==> src/hdl/path_point_generator_defines.svh <==
// Assertion macros shared by the path point generator.
`ifndef PATH_POINT_GENERATOR_DEFINES_SVH
`define PATH_POINT_GENERATOR_DEFINES_SVH

// Consequent must hold in the same cycle as the antecedent.
`define PPG_ASSERT_SAME(label, clk, rst, ante, cons) \
  label: assert property (@(posedge clk) disable iff (rst) (ante) |-> (cons)) \
    else $error("path_point_generator: same-cycle check failed");

// Consequent must hold in the cycle after the antecedent.
`define PPG_ASSERT_NEXT(label, clk, rst, ante, cons) \
  label: assert property (@(posedge clk) disable iff (rst) (ante) |=> (cons)) \
    else $error("path_point_generator: next-cycle check failed");

`endif

==> src/hdl/ppg_pkg.sv <==
// Types, constants and microcode encoding of the path point generator.
package ppg_pkg;

  // Phase and coordinate formats
  localparam int PHASE_W = 16;
  localparam int COORD_W = 16;
  localparam int POINT_W = 3 * COORD_W;

  typedef logic [PHASE_W-1:0] phase_t;
  typedef logic [COORD_W-1:0] coord_t;
  typedef logic [POINT_W-1:0] point_t;

  localparam phase_t PHASE_STEP_RESET = 16'd328;
  localparam coord_t COORD_BIAS       = 16'h8000;

  // Shared multiplier and accumulator widths
  localparam int MUL_A_W = 49;
  localparam int MUL_B_W = 17;
  localparam int MUL_P_W = MUL_A_W + MUL_B_W;
  localparam int W_W     = 49;
  localparam int ACC_W   = 64;

  localparam logic [ACC_W-1:0] ROUND_HALF = 64'h0000_8000_0000_0000;

  // Loop bounds of the blend
  localparam logic [1:0] LAST_PT    = 2'd3;
  localparam logic [1:0] LAST_COORD = 2'd2;

  // Register map
  typedef enum logic [2:0] {
    REG_CURVE_MODE      = 3'd0,
    REG_PHASE_STEP      = 3'd1,
    REG_START_POINT     = 3'd2,
    REG_CONTROL_POINT_A = 3'd3,
    REG_CONTROL_POINT_B = 3'd4,
    REG_END_POINT       = 3'd5
  } reg_idx_t;

  // Micro-program counter
  localparam int PC_W = 4;
  typedef logic [PC_W-1:0] upc_t;

  localparam upc_t PROG_CURVE  = 4'd0;
  localparam upc_t PROG_LINEAR = 4'd7;
  localparam upc_t STEP_BLEND  = 4'd8;

  // Control word fields
  typedef enum logic [2:0] {
    A_U, A_T, A_T3, A_UU, A_TT, A_TU3, A_W
  } a_sel_t;

  typedef enum logic [1:0] {
    B_U, B_T, B_P
  } b_sel_t;

  typedef enum logic [3:0] {
    DST_NONE, DST_UU, DST_TT, DST_TU3, DST_W0, DST_W1, DST_W2, DST_W3, DST_LIN, DST_PROD
  } dst_t;

  typedef enum logic [1:0] {
    ACC_HOLD, ACC_INIT, ACC_MAC, ACC_ADD
  } acc_op_t;

  typedef enum logic [1:0] {
    CNT_HOLD, CNT_CLEAR, CNT_PT, CNT_COORD
  } cnt_op_t;

  typedef enum logic [2:0] {
    JMP_NEXT, JMP_ALWAYS, JMP_PT_MORE, JMP_COORD_MORE, JMP_FINISH
  } jmp_t;

  typedef struct packed {
    a_sel_t  a_sel;
    b_sel_t  b_sel;
    dst_t    dst;
    acc_op_t acc_op;
    cnt_op_t cnt_op;
    logic    store;
    jmp_t    jmp;
    upc_t    target;
  } uword_t;

  localparam uword_t UW_NOP = '{A_U, B_U, DST_NONE, ACC_HOLD, CNT_HOLD, 1'b0, JMP_NEXT, '0};

  // Control from sequencer to datapath
  typedef struct packed {
    uword_t     uw;
    logic [1:0] pt;
    logic [1:0] coord;
  } ppg_ctrl_t;

endpackage

==> src/hdl/path_point_generator.sv <==
// Top level of the path point generator: register port, phase, handshakes.
//
// Each word accepted on the input channel (in_valid high, in_stall low) is one
// tick. With advance set the Q0.16 phase first grows by phase_step and wraps to
// zero on reaching one; the block then gives one output word holding the Q8.8
// point at that phase and the phase itself (pos_x, pos_y, pos_z, phase_out).
// Curve mode blends start, both control points and end with cubic Bernstein
// weights; straight mode blends start and end only.
// in_stall is high while a word is in work; it drops at the edge that loads the
// output word, and the next word can be taken from then on, so words are not
// overlapped. The micro-program runs one step per cycle but holds at its last
// step while the output register is full; its steps share the single 49 x 17
// multiplier, twelve blend products per point.
// The output register holds a finished word while out_stall is high; a new
// word is accepted meanwhile, and its evaluation waits at its last step until
// the register is free. Reset clears the phase, loads the register defaults
// (phase_step 328, all else zero) and empties both channels.
// The APB port writes registers at byte address 8 * index, 64-bit data.
`include "path_point_generator_defines.svh"

module path_point_generator (
  input  logic                  clk,
  input  logic                  rst,
  // register port
  input  logic                  psel,
  input  logic                  penable,
  input  logic                  pwrite,
  input  logic [5:0]            paddr,
  input  logic [63:0]           pwdata,
  output logic [63:0]           prdata,
  output logic                  pready,
  // tick channel
  input  logic                  in_valid,
  output logic                  in_stall,
  input  logic                  advance,
  // point channel
  output logic                  out_valid,
  input  logic                  out_stall,
  output logic signed [15:0]    pos_x,
  output logic signed [15:0]    pos_y,
  output logic signed [15:0]    pos_z,
  output ppg_pkg::phase_t       phase_out
);
  import ppg_pkg::*;

  logic                 curve_mode;
  phase_t               phase_step;
  point_t               start_point;
  point_t               control_point_a;
  point_t               control_point_b;
  point_t               end_point;
  phase_t               phase;
  phase_t               phase_next;
  logic [PHASE_W:0]     phase_sum;
  reg_idx_t             reg_idx;
  logic                 cfg_wr;
  logic                 in_accept;
  logic                 busy;
  logic                 load_out;
  logic                 out_free;
  ppg_ctrl_t            ctrl;
  point_t [3:0]         pts;
  coord_t               res_x;
  coord_t               res_y;
  coord_t               res_z;

  assign pready  = 1'b1;
  assign reg_idx = reg_idx_t'(paddr[5:3]);
  assign cfg_wr  = psel && penable && pwrite && pready;

  // Write configuration registers
  always_ff @(posedge clk) begin
    if (rst) begin
      curve_mode      <= 1'b0;
      phase_step      <= PHASE_STEP_RESET;
      start_point     <= '0;
      control_point_a <= '0;
      control_point_b <= '0;
      end_point       <= '0;
    end else if (cfg_wr) begin
      unique case (reg_idx)
        REG_CURVE_MODE:      curve_mode      <= pwdata[0];
        REG_PHASE_STEP:      phase_step      <= pwdata[PHASE_W-1:0];
        REG_START_POINT:     start_point     <= pwdata[POINT_W-1:0];
        REG_CONTROL_POINT_A: control_point_a <= pwdata[POINT_W-1:0];
        REG_CONTROL_POINT_B: control_point_b <= pwdata[POINT_W-1:0];
        REG_END_POINT:       end_point       <= pwdata[POINT_W-1:0];
        default:             ;
      endcase
    end
  end

  // Read back configuration registers
  always_comb begin
    unique case (reg_idx)
      REG_CURVE_MODE:      prdata = 64'(curve_mode);
      REG_PHASE_STEP:      prdata = 64'(phase_step);
      REG_START_POINT:     prdata = 64'(start_point);
      REG_CONTROL_POINT_A: prdata = 64'(control_point_a);
      REG_CONTROL_POINT_B: prdata = 64'(control_point_b);
      REG_END_POINT:       prdata = 64'(end_point);
      default:             prdata = '0;
    endcase
  end

  // Step the phase on an accepted tick with advance set; wrap to zero on reaching one
  assign in_stall   = busy;
  assign in_accept  = in_valid && !in_stall;
  assign phase_sum  = {1'b0, phase} + {1'b0, phase_step};
  assign phase_next = phase_sum[PHASE_W] ? '0 : phase_sum[PHASE_W-1:0];

  always_ff @(posedge clk) begin
    if (rst) begin
      phase <= '0;
    end else if (in_accept && advance) begin
      phase <= phase_next;
    end
  end

  assign pts = {end_point, control_point_b, control_point_a, start_point};

  ppg_sequencer u_seq (
    .clk      (clk),
    .rst      (rst),
    .start    (in_accept),
    .curve    (curve_mode),
    .out_free (out_free),
    .busy     (busy),
    .load_out (load_out),
    .ctrl     (ctrl)
  );

  ppg_datapath u_dp (
    .clk   (clk),
    .ctrl  (ctrl),
    .t     (phase),
    .pts   (pts),
    .res_x (res_x),
    .res_y (res_y),
    .res_z (res_z)
  );

  // Output register: hold the word while the receiver stalls
  assign out_free = !out_valid || !out_stall;

  always_ff @(posedge clk) begin
    if (rst) begin
      out_valid <= 1'b0;
    end else if (load_out) begin
      out_valid <= 1'b1;
    end else if (!out_stall) begin
      out_valid <= 1'b0;
    end
  end

  always_ff @(posedge clk) begin
    if (load_out) begin
      pos_x     <= $signed(res_x);
      pos_y     <= $signed(res_y);
      pos_z     <= $signed(res_z);
      phase_out <= phase;
    end
  end

  // Phase moves only on an accepted tick
  `PPG_ASSERT_NEXT(a_phase_held, clk, rst, !in_accept, $stable(phase))
  // A word in work is not abandoned before its hand-over
  `PPG_ASSERT_NEXT(a_busy_until_load, clk, rst, busy && !load_out, busy)
  // Hand-over fills the output register with the phase in use
  `PPG_ASSERT_NEXT(a_load_fills, clk, rst, load_out, out_valid && (phase_out == $past(phase)))

endmodule

==> src/hdl/ppg_ucode_rom.sv <==
// Micro-program store: one control word per step of the point evaluation.
module ppg_ucode_rom (
  input  ppg_pkg::upc_t   pc,
  output ppg_pkg::uword_t uw
);
  import ppg_pkg::*;

  // Curve entry forms the Bernstein weights, linear entry forms lerp weights,
  // both then run the shared blend loop over three coordinates.
  always_comb begin
    unique case (pc)
      4'd0:    uw = '{A_U,   B_U, DST_UU,   ACC_HOLD, CNT_HOLD,  1'b0, JMP_NEXT, '0};
      4'd1:    uw = '{A_T,   B_T, DST_TT,   ACC_HOLD, CNT_HOLD,  1'b0, JMP_NEXT, '0};
      4'd2:    uw = '{A_T3,  B_U, DST_TU3,  ACC_HOLD, CNT_HOLD,  1'b0, JMP_NEXT, '0};
      4'd3:    uw = '{A_UU,  B_U, DST_W0,   ACC_HOLD, CNT_HOLD,  1'b0, JMP_NEXT, '0};
      4'd4:    uw = '{A_TU3, B_U, DST_W1,   ACC_HOLD, CNT_HOLD,  1'b0, JMP_NEXT, '0};
      4'd5:    uw = '{A_TU3, B_T, DST_W2,   ACC_HOLD, CNT_HOLD,  1'b0, JMP_NEXT, '0};
      4'd6:    uw = '{A_TT,  B_T, DST_W3,   ACC_INIT, CNT_CLEAR, 1'b0, JMP_ALWAYS,
                      STEP_BLEND};
      4'd7:    uw = '{A_U,   B_U, DST_LIN,  ACC_INIT, CNT_CLEAR, 1'b0, JMP_NEXT, '0};
      4'd8:    uw = '{A_W,   B_P, DST_PROD, ACC_MAC,  CNT_PT,    1'b0, JMP_PT_MORE,
                      STEP_BLEND};
      4'd9:    uw = '{A_U,   B_U, DST_NONE, ACC_ADD,  CNT_HOLD,  1'b0, JMP_NEXT, '0};
      4'd10:   uw = '{A_U,   B_U, DST_NONE, ACC_INIT, CNT_COORD, 1'b1, JMP_COORD_MORE,
                      STEP_BLEND};
      4'd11:   uw = '{A_U,   B_U, DST_NONE, ACC_HOLD, CNT_HOLD,  1'b0, JMP_FINISH, '0};
      default: uw = UW_NOP;
    endcase
  end

endmodule

==> src/hdl/ppg_sequencer.sv <==
// Step counter, loop counters and jump logic that walk the micro-program.
module ppg_sequencer (
  input  logic               clk,
  input  logic               rst,
  input  logic               start,
  input  logic               curve,
  input  logic               out_free,
  output logic               busy,
  output logic               load_out,
  output ppg_pkg::ppg_ctrl_t ctrl
);
  import ppg_pkg::*;

  upc_t       pc;
  upc_t       pc_next;
  logic [1:0] pt;
  logic [1:0] coord;
  uword_t     uw;

  ppg_ucode_rom u_rom (
    .pc (pc),
    .uw (uw)
  );

  // Pick the next step from the jump field
  always_comb begin
    unique case (uw.jmp)
      JMP_NEXT:       pc_next = upc_t'(pc + 1'b1);
      JMP_ALWAYS:     pc_next = uw.target;
      JMP_PT_MORE:    pc_next = (pt != LAST_PT) ? uw.target : upc_t'(pc + 1'b1);
      JMP_COORD_MORE: pc_next = (coord != LAST_COORD) ? uw.target : upc_t'(pc + 1'b1);
      JMP_FINISH:     pc_next = pc;
      default:        pc_next = pc;
    endcase
  end

  // Hand the finished point over once the output register is free
  assign load_out = busy && (uw.jmp == JMP_FINISH) && out_free;

  // Drive the datapath only while a word is in work
  assign ctrl.uw    = busy ? uw : UW_NOP;
  assign ctrl.pt    = pt;
  assign ctrl.coord = coord;

  // Advance the step counter and loop counters
  always_ff @(posedge clk) begin
    if (rst) begin
      busy  <= 1'b0;
      pc    <= PROG_CURVE;
      pt    <= '0;
      coord <= '0;
    end else if (!busy) begin
      if (start) begin
        busy <= 1'b1;
        pc   <= curve ? PROG_CURVE : PROG_LINEAR;
      end
    end else begin
      if (load_out) begin
        busy <= 1'b0;
      end
      pc <= pc_next;
      unique case (uw.cnt_op)
        CNT_CLEAR: begin
          pt    <= '0;
          coord <= '0;
        end
        CNT_PT:    pt    <= pt + 1'b1;
        CNT_COORD: coord <= coord + 1'b1;
        default:   ;
      endcase
    end
  end

endmodule

==> src/hdl/ppg_datapath.sv <==
// Weight registers, shared multiplier, accumulator and result registers.
module ppg_datapath (
  input  logic                     clk,
  input  ppg_pkg::ppg_ctrl_t       ctrl,
  input  ppg_pkg::phase_t          t,
  input  ppg_pkg::point_t [3:0]    pts,
  output ppg_pkg::coord_t          res_x,
  output ppg_pkg::coord_t          res_y,
  output ppg_pkg::coord_t          res_z
);
  import ppg_pkg::*;

  localparam int UU_W  = 33;
  localparam int TT_W  = 32;
  localparam int TU3_W = 34;

  logic [MUL_B_W-1:0]   u;
  logic [PHASE_W+1:0]   t3;
  logic [MUL_A_W-1:0]   mul_a;
  logic [MUL_B_W-1:0]   mul_b;
  logic [MUL_P_W-1:0]   mul_res;
  logic [UU_W-1:0]      uu;
  logic [TT_W-1:0]      tt;
  logic [TU3_W-1:0]     tu3;
  logic [W_W-1:0]       w [4];
  logic [ACC_W-1:0]     prod;
  logic [ACC_W-1:0]     acc;
  point_t               pt_sel;
  coord_t               coord_sel;

  // One minus phase, and three times phase
  assign u  = {1'b1, {PHASE_W{1'b0}}} - {1'b0, t};
  assign t3 = {1'b0, t, 1'b0} + {2'b00, t};

  // Take the current coordinate of the current point; it is offset to unsigned at the multiplier input
  assign pt_sel = pts[ctrl.pt];
  always_comb begin
    case (ctrl.coord)
      2'd0:    coord_sel = pt_sel[POINT_W-1 -: COORD_W];
      2'd1:    coord_sel = pt_sel[2*COORD_W-1 -: COORD_W];
      default: coord_sel = pt_sel[COORD_W-1:0];
    endcase
  end

  // Multiplier operand selection
  always_comb begin
    unique case (ctrl.uw.a_sel)
      A_U:     mul_a = MUL_A_W'(u);
      A_T:     mul_a = MUL_A_W'(t);
      A_T3:    mul_a = MUL_A_W'(t3);
      A_UU:    mul_a = MUL_A_W'(uu);
      A_TT:    mul_a = MUL_A_W'(tt);
      A_TU3:   mul_a = MUL_A_W'(tu3);
      A_W:     mul_a = w[ctrl.pt];
      default: mul_a = '0;
    endcase
  end

  always_comb begin
    unique case (ctrl.uw.b_sel)
      B_U:     mul_b = u;
      B_T:     mul_b = {1'b0, t};
      B_P:     mul_b = {1'b0, coord_sel ^ COORD_BIAS};
      default: mul_b = '0;
    endcase
  end

  assign mul_res = {{MUL_B_W{1'b0}}, mul_a} * {{MUL_A_W{1'b0}}, mul_b};

  // Latch the product into its destination
  always_ff @(posedge clk) begin
    unique case (ctrl.uw.dst)
      DST_UU:   uu   <= mul_res[UU_W-1:0];
      DST_TT:   tt   <= mul_res[TT_W-1:0];
      DST_TU3:  tu3  <= mul_res[TU3_W-1:0];
      DST_W0:   w[0] <= mul_res[W_W-1:0];
      DST_W1:   w[1] <= mul_res[W_W-1:0];
      DST_W2:   w[2] <= mul_res[W_W-1:0];
      DST_W3:   w[3] <= mul_res[W_W-1:0];
      DST_LIN: begin
        w[0] <= {u, 32'b0};
        w[1] <= '0;
        w[2] <= '0;
        w[3] <= {1'b0, t, 32'b0};
      end
      DST_PROD: prod <= mul_res[ACC_W-1:0];
      default:  ;
    endcase
  end

  // Accumulate products; skip the stale product at the head of each coordinate
  always_ff @(posedge clk) begin
    unique case (ctrl.uw.acc_op)
      ACC_INIT: acc <= ROUND_HALF;
      ACC_MAC: begin
        if (ctrl.pt != 2'd0) begin
          acc <= acc + prod;
        end
      end
      ACC_ADD:  acc <= acc + prod;
      default:  ;
    endcase
  end

  // Drop the fraction and the offset, store the coordinate
  always_ff @(posedge clk) begin
    if (ctrl.uw.store) begin
      case (ctrl.coord)
        2'd0:    res_x <= acc[ACC_W-1 -: COORD_W] ^ COORD_BIAS;
        2'd1:    res_y <= acc[ACC_W-1 -: COORD_W] ^ COORD_BIAS;
        default: res_z <= acc[ACC_W-1 -: COORD_W] ^ COORD_BIAS;
      endcase
    end
  end

endmodule
==> config.mk <==
export PLATFORM = sky130hd
export DESIGN_NAME = path_point_generator
export DESIGN_NICKNAME = d
export VERILOG_FILES = /design/src/hdl/ppg_pkg.sv /design/src/hdl/path_point_generator.sv /design/src/hdl/ppg_ucode_rom.sv /design/src/hdl/ppg_sequencer.sv /design/src/hdl/ppg_datapath.sv
export VERILOG_INCLUDE_DIRS = /design/src /design/src/hdl
export SDC_FILE = /design/constraint.sdc
export NUM_CORES = 2
export LEC_CHECK = 0
export BUFFER_PORTS_ARGS = -buffer_cell sky130_fd_sc_hd__clkbuf_2
export CORE_ASPECT_RATIO = 1.25
export CORE_UTILIZATION = 45
export CTS_BUF_LIST = sky130_fd_sc_hd__clkbuf_2 sky130_fd_sc_hd__clkbuf_4 sky130_fd_sc_hd__clkbuf_8
export DETAILED_ROUTE_END_ITERATION = 8
export PLACE_DENSITY = 0.72
export SYNTH_ARGS = -nofsm -noshare
export SYNTH_HDL_FRONTEND = slang
export SYNTH_HIERARCHICAL = 1
export SYNTH_SLANG_ARGS = --single-unit
==> constraint.sdc <==
create_clock -name clk -period 11.2 [get_ports clk]
set_input_delay 0.56 -clock clk [delete_from_list [all_inputs] [get_ports clk]]
set_output_delay 0.56 -clock clk [all_outputs]
set_load 0.05 [all_outputs]
Word-level counts from Yosys, hierarchy flattened
Memory sizes are Yosys's and may differ from the RTL's. A register that Yosys moved wholly into a read port is not among the register bits.
Cells that the tools add are included.
- flip-flop bits (word level): 574
- RAM bits: 196
- ROM bits: 288
- input bits: 78
- output and inout bits: 131
- word-level logic and storage cells: 155
- memories: 2
- add/subtract/negate cells: 7
- multipliers: 1
- magnitude comparators: 1
- eq/ne operators: 38
- muxes and demuxes: 41
- bitwise gates (word level): 7
- reductions and logical operators: 34
- memory list (name ; depth ; bits a word ; rd ports ; clocked after memory_dff ; write ports ; line ; text):
    (no name shown) ; 16 ; 18 ; 1 ; 1 ; 0 ; ppg_ucode_rom.sv:11 ; unique case (pc)
    u_dp.w ; 4 ; 49 ; 1 ; 1 ; 4 ; ppg_datapath.sv:25 ; logic [W_W-1:0] w [4];
- operators by type and width (cell ; count):
    $pmux W49 S7 ; 1
    $pmux W48 S6 ; 1
    $mux W49 ; 4
    $pmux W64 S3 ; 1
    $bmux W48 S2 ; 1
    $add A64 B64 Y64 ; 1
    $mul A49 B17 Y64 ; 1
    $mux W64 ; 1
    $pmux W17 S3 ; 1
    $mux W48 ; 1
    $pmux W16 S2 ; 1
    $reduce_and A2 Y1 ; 13
    $mux W4 ; 6
    $mux W21 ; 1
    $add A17 B16 Y18 ; 1
    $eq A3 B2 Y1 const B ; 6
    $eq A3 B3 Y1 const B ; 6
    $add A16 B16 Y17 ; 1
    $sub A17 B16 Y17 const A ; 1
    $eq A4 B3 Y1 const B ; 4
    $mux W16 ; 1
    $pmux W4 S4 ; 1
    $mux W1 ; 15
    $eq A2 B2 Y1 const B ; 5
    other kinds (24) ; 54

Depth between registers and ports, before layout
- depth in word-level cells: 7
- gate-level depth with buffers: 40
- gate-level depth less buffers: 37

Modules after synthesis
Netlist, hierarchy kept.
- by module, submodules not included (module ; times used ; cells an instance ; area each (um^2) ; sequential area each (um^2)):
    ppg_datapath ; 1 ; 4859 ; 49916.6 ; 14143.6
    path_point_generator ; 1 ; 1377 ; 12260.5 ; 6446.2
    ppg_sequencer ; 1 ; 89 ; 700.7 ; 180.2
    ppg_ucode_rom ; 1 ; 42 ; 312.8 ; 0.0

Worst setup path after synthesis
No wires, ideal clock.
- kind: reg-to-reg
- start point: register u_seq.busy
- end point: register u_dp.prod[63], data pin
- library setup time: 0.260 ns
- arrival: 8.853 ns
- data required time: 10.940 ns
- path slack: 2.088 ns
- stages on the path, launching flop included: 36
- buffers on the path: 7
- period minus slack after synthesis: 9.112 ns
- cell sequence: dfxtp_1 buf_2 clkbuf_1 and2_1 clkbuf_1 buf_1 nand2_1 nor2_1 clkbuf_1 a22o_1 clkbuf_1 nand2_1 fa_1 inv_1 fa_1 inv_1 fa_1 fa_1 inv_1 fa_1 inv_1 fa_1 inv_1 ha_1 clkbuf_1 a211oi_1 o21a_1 o21ai_0 a21oi_1 o21ai_0 a211o_1 o31a_1 a41oi_1 o21ai_0 a21oi_1 xnor2_1
- RTL lines (item ; line ; text):
    from (decl) ; ppg_sequencer.sv:8 ; output logic busy,
    from (signal assigned) ; ppg_sequencer.sv:48 ; busy <= 1'b0;
    from (signal assigned) ; ppg_sequencer.sv:54 ; busy <= 1'b1;
    from (signal assigned) ; ppg_sequencer.sv:59 ; busy <= 1'b0;
    to (signal assigned) ; ppg_datapath.sv:86 ; DST_PROD: prod <= mul_res[ACC_W-1:0];
    to (decl) ; ppg_datapath.sv:26 ; logic [ACC_W-1:0] prod;

==> flow_metrics.py <==
metrics = {
    "run_status": {
        "status": "complete, no violations",
    },
    "clock_network": {
        "clk_latency_ps": 800,
        "cts_resized": 0,
        "clk_path_buf_depth": 3,
        "cts_tree": "built",
        "clkTransAtPathRegs_ps": 60,
        "root_buffer": "clkbuf_8",
        "cts_buffers": 121,
        "cts.sink_count": 770,
        "h-tree-depth": 3,
    },
    "timing": {
        "finalSetupViolCount": 0,
        "max-slew-margin-rel": 0.149,
        "skew_ps": 56.8,
        "hold_viol": 0,
        "fmax_mhz": 95.3,
        "worst_slew_pin_slew_ps": 1280,
        "min_period_ps": 10490,
        "rsz0062_at_grt": "false",
        "fin_crit_sh": 0.937,
        "drv_slew": 0,
        "hold_ws_ps": 65.9,
        "tns_ps": 0,
    },
    "logic_synthesis": {
        "syn-cell-area_sq_mm": 0.0631,
        "synth_cells": 6359,
        "syn_area_per_cell_sq_um": 9.93,
        "ys_warn_count": 6,
    },
    "routing": {
        "ant_nets": 0,
        "wirelength_um": 177000,
        "num_vias": 47300,
        "first_pass_iters": 6,
        "drt-initial-drc-count": 3777,
        "wl_per_cell_um": 21.0,
        "drcViolationCount": 0,
        "viasPerCell": 5.63,
    },
    "cells_and_area": {
        "syn_to_final_growth_pct": 9.29,
        "drive_gt1_frac": 0.106,
        "fin_area_sq_mm": 0.0690,
        "layout.cells.non_filler": 8399,
        "finish.utilization": 0.496,
        "nets": 7482,
    },
    "critical_path": {
        "crit_fanout": 32,
        "start_kind": "flip-flop",
        "crit_arrival_ps": 11000,
        "cpPeakStageDelay_ps": 730,
        "crit_path_frequent_cell": "fa_1",
        "path_class": "reg2reg",
        "cpMaxStageDelayCell": "nor2b_1",
        "cp_data_required_time_ps": 11710,
        "endpoint_kind": "flip-flop",
    },
    "grt": {
        "grt_pass1_vias": 49300,
        "grt_pass1_wl_um": 275000,
        "overflow": 0,
        "grt_use_total": 0.251,
        "grt_max_degree": 86,
        "antenna_found_initial": 12,
    },
    "placed_design": {
        "dp_cells": 8147,
        "placed_area_sq_mm": 0.0661,
        "dpl.hpwl_um": 128000,
        "io_buffers": 172,
        "gp_routability_congestion": 0.941,
    },
    "hold_path": {
        "hp-class": "in2reg",
    },
    "floorplanning": {
        "core-area_sq_mm": 0.139,
        "io_pins": 209,
        "initial_core_util": 0.454,
        "die_h_um": 421,
        "num_rows": 153,
        "die_w_um": 337,
        "die_area_sq_mm": 0.142,
    },
    "power": {
        "ir_worst_vdd_mv": 0.874,
        "p_per_area_mw_per_mm2": 321,
        "power_leakage_nw": 27.5,
    },
    "run": {
        "max_cap_viol_count": 0,
    },
}
==> where the power goes <==
group	internal, mW	switching [mW]	leakage (nW)	total (mW)
Clock	1.42	1.11	1.35	2.52
Combinational	4.15	10.1	19.6	14.2
Sequential	5.34	0.0634	6.64	5.40
Total	10.9	11.3	27.5	22.2
==> layout by cell type, fill, tap and decap left out, drive strengths merged, types with 36 or more instances in the layout <==
master,count
nand2,1199
inv,871
fa,706
edfxtp,535
a21oi,400
clkbuf,341
and2,284
ha,250
dfxtp,235
nor2,220
o21ai,146
buf,138
mux2i,125
xnor2,112
mux4,98
a21o,93
xor2,54
nand3,53
o22ai,52
and3,45
dlygate4sd3,38
nor2b,37
nor3,36
==> timing repair <==
action / in CTS / in global routing
hold buffers: 38 / 0
endpoints found under the hold margin: 136 / 0
setup buffers: 0 / 0
==> layout make-up <==
class | count | area (sq um)
Clock inverter | 39 | 455
Clock buffer | 171 | 2100
Fill cell | 12400 | 70200
Tap cell | 1860 | 2330
Sequential cell | 770 | 20800
Inverter | 868 | 3260
Antenna cell | 4 | 10.0
Multi-Input combinational cell | 4341 | 37800
Timing Repair Buffer | 346 | 2310
==> path summary, 6_finish.rpt <==
kind                                          startpoint                         endpoint  slack [ps]  depth (start not counted)
worst max register to register  u_seq/pc[2]$_SDFFE_PP0P_          u_dp/w[0][48]$_DFFE_PP_         710                         34
worst max-delay path            u_seq/pc[2]$_SDFFE_PP0P_          u_dp/w[0][48]$_DFFE_PP_         710                         34
worst min-delay path                           pwdata[1]  control_point_b[1]$_SDFFE_PP0P_          70                          3
worst min register to register  u_dp/res_z[10]$_DFFE_PP_              pos_z[10]$_DFFE_PP_         410                          0
==> critical path, delay by kind of cell, from the launching register on <==
family	cells	cell delay [ps]
AOI/OAI and AO/OA	14	3370
adders and majority gates	7	3280
and+or+nand+nor	5	1540
buffers and inverters	7	950
DFF	1	680
xor gates and xnor gates	1	370
==> sequential cells by signal, summed over array words and instances (netlist names), 4 cells and up <==
register	count
phase	16
phase_out	16
u_dp/acc	64
control_point_a	48
u_dp/uu	33
end_point	48
u_dp/w	196
u_dp/tu3	34
control_point_b	48
phase_step	16
u_dp/prod	64
u_dp/res_z	16
u_dp/tt	32
u_seq/pc	4
pos_y	16
pos_x	16
u_dp/res_x	16
u_dp/res_y	16
start_point	48
pos_z	16
==> stage by stage <==
step                      worst slack (ps)  power, mW
after detailed placement               852       19.7
after global placement                1070       19.2
after CTS                              891       22.2
after global routing                   280       23.6
final                                  711       22.2
after floorplan                       2090       14.9
==> layer usage <==
metal / share of wire / GRT usage / routed length, um
met3: 0.077 / 0.0447 / 13600
met2: 0.49 / 0.428 / 86500
met4: 0.070 / 0.162 / 12300
met5: 0.00061 / 0 / 108
met1: 0.36 / 0.291 / 64000
No activity file was read; power rests on OpenSTA's default activity.
